### config.mk
export PLATFORM = sky130hd
export DESIGN_NAME = gained_pixel_mixer
export DESIGN_NICKNAME = d
export VERILOG_FILES = /design/src/rtl/core/gpm_pkg.sv /design/src/rtl/core/gpm_lane.sv /design/src/rtl/core/gained_pixel_mixer.sv
export SDC_FILE = /design/constraint.sdc
export NUM_CORES = 2
export LEC_CHECK = 0
export ABC_AREA = 1
export BUFFER_PORTS_ARGS = -buffer_cell sky130_fd_sc_hd__clkbuf_2
export CORE_UTILIZATION = 55
export DETAILED_ROUTE_END_ITERATION = 12
export GPL_ROUTABILITY_DRIVEN = 0
export PLACE_DENSITY_LB_ADDON = 0.3
export SYNTH_ARGS = -nofsm -noshare
export SYNTH_HDL_FRONTEND = slang
export SYNTH_SLANG_ARGS = --single-unit
### constraint.sdc
create_clock -name clk -period 7.2 [get_ports clk]
set_clock_uncertainty 0.1 [all_clocks]
set_input_delay 2.16 -clock clk [delete_from_list [all_inputs] [get_ports clk]]
set_output_delay 2.16 -clock clk [all_outputs]
set_load 0.05 [all_outputs]
### src/rtl/core/gpm_pkg.sv
package gpm_pkg;

  localparam int unsigned ByteW  = 8;
  localparam int unsigned GainW  = 9;
  localparam int unsigned Lanes  = 4;
  localparam int unsigned WordW  = ByteW * Lanes;
  localparam int unsigned CfgIdxW = 2;

  // Register indexes of the configuration port
  localparam logic [CfgIdxW-1:0] RegLeftGain   = 2'd0;
  localparam logic [CfgIdxW-1:0] RegRightGain  = 2'd1;
  localparam logic [CfgIdxW-1:0] RegPixelFormat = 2'd2;

  localparam logic [GainW-1:0] GainUnity = 9'd256;

  typedef enum logic {
    FMT_RGBA = 1'b0,
    FMT_UYVY = 1'b1
  } pixel_format_t;

  // What one byte lane computes
  typedef enum logic [1:0] {
    LANE_COLOR  = 2'd0,
    LANE_ALPHA  = 2'd1,
    LANE_LUMA   = 2'd2,
    LANE_CHROMA = 2'd3
  } lane_mode_t;

  typedef struct packed {
    logic [GainW-1:0] left_gain;
    logic [GainW-1:0] right_gain;
  } gain_cfg_t;

endpackage

### src/rtl/core/gpm_lane.sv
module gpm_lane
  import gpm_pkg::*;
(
  input  lane_mode_t       mode,
  input  gain_cfg_t        gains,
  input  logic [ByteW-1:0] left_byte,
  input  logic [ByteW-1:0] right_byte,
  output logic [ByteW-1:0] mixed_byte
);

  // Unsigned scaling for color and luma
  logic [ByteW+GainW-1:0] left_prod;
  logic [ByteW+GainW-1:0] right_prod;
  // Chroma: byte offset around 128, times gain, floor shift
  logic signed [ByteW-1:0]  left_off;
  logic signed [ByteW-1:0]  right_off;
  logic signed [GainW:0]    left_sgain;
  logic signed [GainW:0]    right_sgain;
  logic signed [ByteW+GainW:0] left_cprod;
  logic signed [ByteW+GainW:0] right_cprod;
  logic signed [10:0] left_chroma;
  logic signed [10:0] right_chroma;
  logic signed [11:0] chroma_sum;
  logic [8:0] color_sum;
  logic [9:0] luma_sum;

  assign left_prod  = {{GainW{1'b0}}, left_byte} * {{ByteW{1'b0}}, gains.left_gain};
  assign right_prod = {{GainW{1'b0}}, right_byte} * {{ByteW{1'b0}}, gains.right_gain};

  // x - 128 is the byte with its top bit flipped, read as signed
  assign left_off    = $signed({~left_byte[ByteW-1], left_byte[ByteW-2:0]});
  assign right_off   = $signed({~right_byte[ByteW-1], right_byte[ByteW-2:0]});
  assign left_sgain  = $signed({1'b0, gains.left_gain});
  assign right_sgain = $signed({1'b0, gains.right_gain});
  assign left_cprod  = {{(GainW+1){left_off[ByteW-1]}}, left_off} * left_sgain;
  assign right_cprod = {{(GainW+1){right_off[ByteW-1]}}, right_off} * right_sgain;

  // Arithmetic shift right eight, then re-center on 128
  assign left_chroma  = {left_cprod[ByteW+GainW], left_cprod[ByteW+GainW:ByteW]}
                        + 11'sd128;
  assign right_chroma = {right_cprod[ByteW+GainW], right_cprod[ByteW+GainW:ByteW]}
                        + 11'sd128;
  assign chroma_sum   = {left_chroma[10], left_chroma}
                        + {right_chroma, 1'b0} - 12'sd255;

  // Color keeps only the low 8 bits of each scaled value
  assign color_sum = {1'b0, left_prod[2*ByteW-1:ByteW]}
                   + {1'b0, right_prod[2*ByteW-1:ByteW]};
  assign luma_sum  = {1'b0, left_prod[ByteW+GainW-1:ByteW]}
                   + {1'b0, right_prod[ByteW+GainW-1:ByteW]};

  // Saturate per lane mode
  always_comb begin
    unique case (mode)
      LANE_COLOR:  mixed_byte = color_sum[8] ? 8'hFF : color_sum[7:0];
      LANE_ALPHA:  mixed_byte = left_byte;
      LANE_LUMA:   mixed_byte = (luma_sum[9:8] != 2'b00) ? 8'hFF : luma_sum[7:0];
      LANE_CHROMA: begin
        if (chroma_sum[11]) begin
          mixed_byte = 8'h00;
        end else if (chroma_sum[10:8] != 3'b000) begin
          mixed_byte = 8'hFF;
        end else begin
          mixed_byte = chroma_sum[7:0];
        end
      end
      default:     mixed_byte = left_byte;
    endcase
  end

endmodule

### src/rtl/core/gained_pixel_mixer.sv
// Gained pixel mixer: blend of two 32-bit pixel words in packed RGBA or
// UYVY layout; color and luma bytes scaled by their gain ((x * gain) >> 8,
// 256 is unity) and summed with saturation, alpha from the left word.
//
// Input channel: in_valid / in_stall with left_word and right_word. A
// transfer happens on a rising edge with in_valid high and in_stall low.
// Output channel: out_valid / out_stall with mixed_word, same rule.
// Config channel: cfg_valid / cfg_ready with cfg_index and cfg_data;
// index 0 left gain, 1 right gain, 2 pixel format (0 RGBA, 1 UYVY).
// cfg_ready is always high. Write registers only while the block is empty.
//
// A word passes through two registers, the input register and the result
// register, with all byte math in between; out_valid rises when the result
// register takes it. Throughput is one word per cycle while out_stall is
// low. When out_stall holds the result register, one more word waits in
// the input register and in_stall rises after that.
// Reset (rst, synchronous) empties both registers and sets both gains to
// 256 and the format to RGBA.
module gained_pixel_mixer
  import gpm_pkg::*;
(
  input  logic                 clk,
  input  logic                 rst,
  input  logic                 in_valid,
  output logic                 in_stall,
  input  logic [WordW-1:0]     left_word,
  input  logic [WordW-1:0]     right_word,
  output logic                 out_valid,
  input  logic                 out_stall,
  output logic [WordW-1:0]     mixed_word,
  input  logic                 cfg_valid,
  output logic                 cfg_ready,
  input  logic [CfgIdxW-1:0]   cfg_index,
  input  logic [GainW-1:0]     cfg_data
);

  gain_cfg_t      gains;
  pixel_format_t  pixel_format;

  logic             s1_valid;
  logic [WordW-1:0] s1_left;
  logic [WordW-1:0] s1_right;
  logic             advance;
  logic [WordW-1:0] mixed_next;
  lane_mode_t       lane_mode [Lanes];

  assign cfg_ready = 1'b1;

  // Write configuration registers
  always_ff @(posedge clk) begin
    if (rst) begin
      gains.left_gain  <= GainUnity;
      gains.right_gain <= GainUnity;
      pixel_format     <= FMT_RGBA;
    end else if (cfg_valid && cfg_ready) begin
      unique case (cfg_index)
        RegLeftGain:    gains.left_gain  <= cfg_data;
        RegRightGain:   gains.right_gain <= cfg_data;
        RegPixelFormat: pixel_format     <= pixel_format_t'(cfg_data[0]);
        default: ;
      endcase
    end
  end

  // Advance when the result register is empty or being drained
  assign advance  = !out_valid || !out_stall;
  assign in_stall = s1_valid && !advance;

  // Hold the input transfer
  always_ff @(posedge clk) begin
    if (rst) begin
      s1_valid <= 1'b0;
    end else if (!in_stall) begin
      s1_valid <= in_valid;
    end
  end

  always_ff @(posedge clk) begin
    if (!in_stall) begin
      s1_left  <= left_word;
      s1_right <= right_word;
    end
  end

  // Pick the job of each byte lane
  always_comb begin
    for (int k = 0; k < Lanes; k++) begin
      if (pixel_format == FMT_UYVY) begin
        lane_mode[k] = (k % 2 == 0) ? LANE_CHROMA : LANE_LUMA;
      end else begin
        lane_mode[k] = (k == Lanes - 1) ? LANE_ALPHA : LANE_COLOR;
      end
    end
  end

  for (genvar k = 0; k < Lanes; k++) begin : g_lane
    gpm_lane u_lane (
      .mode       (lane_mode[k]),
      .gains      (gains),
      .left_byte  (s1_left[k*ByteW +: ByteW]),
      .right_byte (s1_right[k*ByteW +: ByteW]),
      .mixed_byte (mixed_next[k*ByteW +: ByteW])
    );
  end

  // Load the result register
  always_ff @(posedge clk) begin
    if (rst) begin
      out_valid <= 1'b0;
    end else if (advance) begin
      out_valid <= s1_valid;
    end
  end

  always_ff @(posedge clk) begin
    if (advance) begin
      mixed_word <= mixed_next;
    end
  end

endmodule

==> flow_results.xml <==
<?xml version="1.0" encoding="UTF-8"?>
<metrics>
  <group name="status">
    <metric name="outcome" unit="">finished, final reports clean</metric>
  </group>
  <group name="synth">
    <metric name="seq_area_frac_synth" unit="">0.1041</metric>
    <metric name="xor_xnor_cell_area_share_of_the_yosys_netlist" unit="">0.03587</metric>
    <metric name="post_synth_fa_ha_maj_area_fraction" unit="">0.4854</metric>
    <metric name="postSynthNetCount" unit="">5104</metric>
    <metric name="synth_top_family_by_area" unit="">adder cells</metric>
    <metric name="synth_cell_type_count" unit="">53</metric>
    <metric name="postSynthRegisterBits" unit="">117</metric>
    <metric name="synth_area" unit="µm²">31750</metric>
    <metric name="yosysWarningCount" unit="">0</metric>
    <metric name="synth.mux.area_fraction" unit="">0</metric>
    <metric name="avgSynthCellArea" unit="µm²">7.796</metric>
    <metric name="compound_gate_fraction_of_synth_area" unit="">0.05932</metric>
    <metric name="synth-simple-area-share" unit="">0.1649</metric>
    <metric name="synthesis.instances" unit="">4072</metric>
  </group>
  <group name="global_route">
    <metric name="antenna_found_initial" unit="">10</metric>
    <metric name="grt-ovfl-total" unit="">0</metric>
    <metric name="first_global_vias" unit="">25320</metric>
    <metric name="first_pass_grt_wire_length" unit="µm">122400</metric>
    <metric name="grt_util_all_layers" unit="">0.2591</metric>
    <metric name="grt_start_max_net_pins" unit="">41</metric>
  </group>
  <group name="timing">
    <metric name="grt_setup_unrepaired" unit="">no</metric>
    <metric name="timing.final.max_slew_violations" unit="">0</metric>
    <metric name="count_of_endpoints_failing_hold_in_the_final_timing_report" unit="">0</metric>
    <metric name="min_period_over_period" unit="">0.9421</metric>
    <metric name="fin_crit" unit="ns">6.783</metric>
    <metric name="final-setup-viol-count" unit="">0</metric>
    <metric name="fmax" unit="MHz">147.4</metric>
    <metric name="worst-slew-pin-transition" unit="ns">0.8948</metric>
    <metric name="max_slew_margin" unit="">0.3989</metric>
    <metric name="setup_total_negative_slack" unit="ns">0</metric>
  </group>
  <group name="clocking">
    <metric name="cts_htree_levels" unit="">4</metric>
    <metric name="clock-sinks" unit="">117</metric>
    <metric name="cts-root-to-sink-buffers" unit="">2</metric>
    <metric name="clock_slew_at_the_register_clock_pins_of_the_worst_setup_and_hold_paths" unit="ns">0.07</metric>
    <metric name="hold_buffers" unit="">0</metric>
    <metric name="clock_tree_from_tritoncts" unit="">done</metric>
    <metric name="clk_latency" unit="ns">0.50</metric>
    <metric name="clock_tree.root_cell" unit="">sky130_fd_sc_hd__clkbuf_16</metric>
    <metric name="cts_buffers" unit="">17</metric>
  </group>
  <group name="worst_setup_path">
    <metric name="worst-endpoint-arrival" unit="ns">6.93</metric>
    <metric name="critical-path-top-cell-by-count" unit="">sky130_fd_sc_hd__fa_1</metric>
    <metric name="ff2ff_setup_slack" unit="ns">0.42</metric>
    <metric name="path_depth" unit="">28</metric>
    <metric name="worstReg2RegEnd" unit="">mixed_word[30]</metric>
    <metric name="reg_to_reg_critical_path_startpoint" unit="">gains[3]</metric>
    <metric name="critical_path_buf_inv_count" unit="">7</metric>
    <metric name="critical_path.max_fanout" unit="">14</metric>
    <metric name="timing.setup.critical_path_class" unit="">reg -&gt; reg</metric>
    <metric name="data_required_time_at_the_worst_endpoint" unit="ns">7.35</metric>
    <metric name="cpPeakStageDelay" unit="ns">0.54</metric>
    <metric name="cp-endpoint" unit="">mixed_word[30]</metric>
    <metric name="startpoint_type" unit="">flip-flop</metric>
    <metric name="rr_worst_depth" unit="">28</metric>
    <metric name="critical_path.slowest_cell" unit="">sky130_fd_sc_hd__fa_1</metric>
    <metric name="critPathLaunch" unit="">gains[3]</metric>
    <metric name="critical_path.top_delay_family" unit="">adder cells</metric>
    <metric name="element_type_at_the_critical_path_end" unit="">flip-flop</metric>
  </group>
  <group name="final_layout">
    <metric name="layout.cells.most_common_list" unit="">1,110 x sky130_fd_sc_hd__inv_1, 931 x sky130_fd_sc_hd__nand2_1, 486 x sky130_fd_sc_hd__ha_1</metric>
    <metric name="area_added_between_synthesis_and_finish" unit="%">6.440</metric>
    <metric name="design.final.nets" unit="">5147</metric>
    <metric name="layout-drive-gt1-share" unit="">0.06420</metric>
    <metric name="post-route-cell-area" unit="µm²">33790</metric>
    <metric name="final_common_cell" unit="">sky130_fd_sc_hd__inv_1</metric>
  </group>
  <group name="route">
    <metric name="initialDrtViolationCount" unit="">1238</metric>
    <metric name="route.vias.total" unit="">24700</metric>
    <metric name="antenna_violating_nets_post_route" unit="">0</metric>
    <metric name="route.detailed.drc" unit="">0</metric>
    <metric name="post_drt_wl_per_cell" unit="µm">14.55</metric>
    <metric name="drtPass1Iterations" unit="">5</metric>
    <metric name="routed_via_count_divided_by_cell_count" unit="">5.056</metric>
    <metric name="detail_route.wirelength" unit="µm">71100</metric>
  </group>
  <group name="hold_path">
    <metric name="hp-class" unit="">reg -&gt; reg</metric>
  </group>
  <group name="die">
    <metric name="effective_utilization_at_floorplan" unit="">0.5598</metric>
    <metric name="die_width" unit="µm">242.2</metric>
    <metric name="dieArea" unit="µm²">58680</metric>
    <metric name="vertical_extent_of_the_die" unit="µm">242.2</metric>
    <metric name="core_region_area" unit="µm²">56710</metric>
    <metric name="floorplan.rows" unit="">87</metric>
    <metric name="num_io_pins" unit="">115</metric>
  </group>
  <group name="job">
    <metric name="maxCapViolCount" unit="">0</metric>
  </group>
  <group name="power_and_ir_drop">
    <metric name="worst_ir_drop_vdd" unit="µV">357.2</metric>
    <metric name="pwr_density_cell" unit="nW/µm²">230.6</metric>
    <metric name="power_leakage" unit="nW">20.88</metric>
    <metric name="totalPowerFinal" unit="mW">7.793</metric>
  </group>
  <group name="placed_design">
    <metric name="detailed_place.area" unit="µm²">33090</metric>
    <metric name="dp_hpwl" unit="µm">60730</metric>
    <metric name="port_buffers" unit="">113</metric>
  </group>
</metrics>
## synthesized netlist by cell type (all sizes together)
master,instances,area [µm²]
nand3,105,585.6
or2,12,75.07
xor2,75,656.9
inv,1114,4182
o21a,4,30.03
clkdlybuf4s15,1,10.01
nor4,4,31.28
a31o,2,17.52
xnor2,55,481.7
o211ai,3,22.52
a21boi,4,30.03
o21ai,89,460.4
edfxtp,96,2883
a41oi,1,8.760
o2111ai,2,17.52
a221oi,2,17.52
a211oi,7,52.55
and2,3,18.77
clkbuf,114,427.9
conb,1,3.750
o221ai,1,8.760
a21o,14,106.4
a31oi,21,131.4
a21oi,158,802.0
ha,486,6081
nand2,950,3643
o21bai,20,150.1
nor2,160,605.6
clkinv,3,11.26
fa,466,9329
buf,30,141.4
dfxtp,21,420.4
nand4,24,150.1
nor3,15,80.08
nand3b,6,45.04
o31ai,3,27.52
## what timing repair did
item                       4_1_cts  5_1_grt
resized for setup                0       10
setup endpoints to repair        0       23
buffers inserted                 0        6
## registers in the layout, summed over array words and instances (netlist names)
| register | flops |
|---|---|
| mixed_word | 32 |
| s1_left | 32 |
| s1_right | 32 |
| gains | 18 |
| out_valid | 1 |
| pixel_format | 1 |
| s1_valid | 1 |
## report_power, final
part	switching [mW]	total, mW	internal, mW	leakage [nW]
clock network	0.378	0.958	0.580	0.298
registers	0.110	0.999	0.889	1.17
logic	3.69	5.84	2.15	19.4
## cell families after synthesis
group                    Yosys count
AND/OR/NAND/NOR                 1279
buffers and inverters           1262
adder cells (fa/ha/maj)          952
AO/OA/AOI/OAI                    331
XOR/XNOR                         130
flip-flops                       117
other                              1
## worst register-to-register path, delay by kind of cell, from the launching register on
family / cells / cell delay, ns
flops: 1 / 0.50
xor+xnor: 1 / 0.20
compound gates: 6 / 1.44
fa+ha+maj: 6 / 2.67
simple gates: 8 / 0.75
buf+inv: 7 / 0.87
## how the worst min path moves through the flow
stage | endpoint | start | cells past startpoint
after global routing | out_valid | s1_valid | 2
final | out_valid | s1_valid | 2
after global placement | out_valid | s1_valid | 2
after detailed placement | out_valid | s1_valid | 2
after floorplan | out_valid | s1_valid | 2
after CTS | out_valid | s1_valid | 2
## area by class of cell
type                            instances  area (µm²)
Timing Repair Buffer                  169        1027
Tap cell                              756       945.9
Sequential cell                       117        3311
Multi-Input combinational cell       2693       23680
Clock buffer                           18       429.2
Inverter                             1117        4193
Antenna cell                            2       5.005
Fill cell                            5081       22920
Clock inverter                         14       200.2
## per-layer routing
layer | global-route usage | vias up | share of wire
li1 | - | 12260 | -
met1 | 0.3282 | 11800 | 0.42
met2 | 0.4581 | 546 | 0.50
met3 | 0.03855 | 86 | 0.055
met4 | 0.07297 | 12 | 0.020
met5 | 0 | - | 0.0012
## stage by stage
stage | hold WS [ns] | worst slack (ns) | instances | util
4_1_cts | 0.3646 | 0.2417 | 4878 | 0.5946
2_1_floorplan | 0.3301 | 0.7353 | 4072 | -
6_report | 0.3652 | 0.4171 | 4886 | 0.5958
3_5_place_dp | 0.3547 | 0.2751 | 4846 | 0.5835
3_3_place_gp | 0.3496 | 0.4272 | 4846 | 0.5835
5_1_grt | 0.3866 | 0.002907 | 4884 | 0.5957
Note: power is estimated with default switching activity, not from simulation.
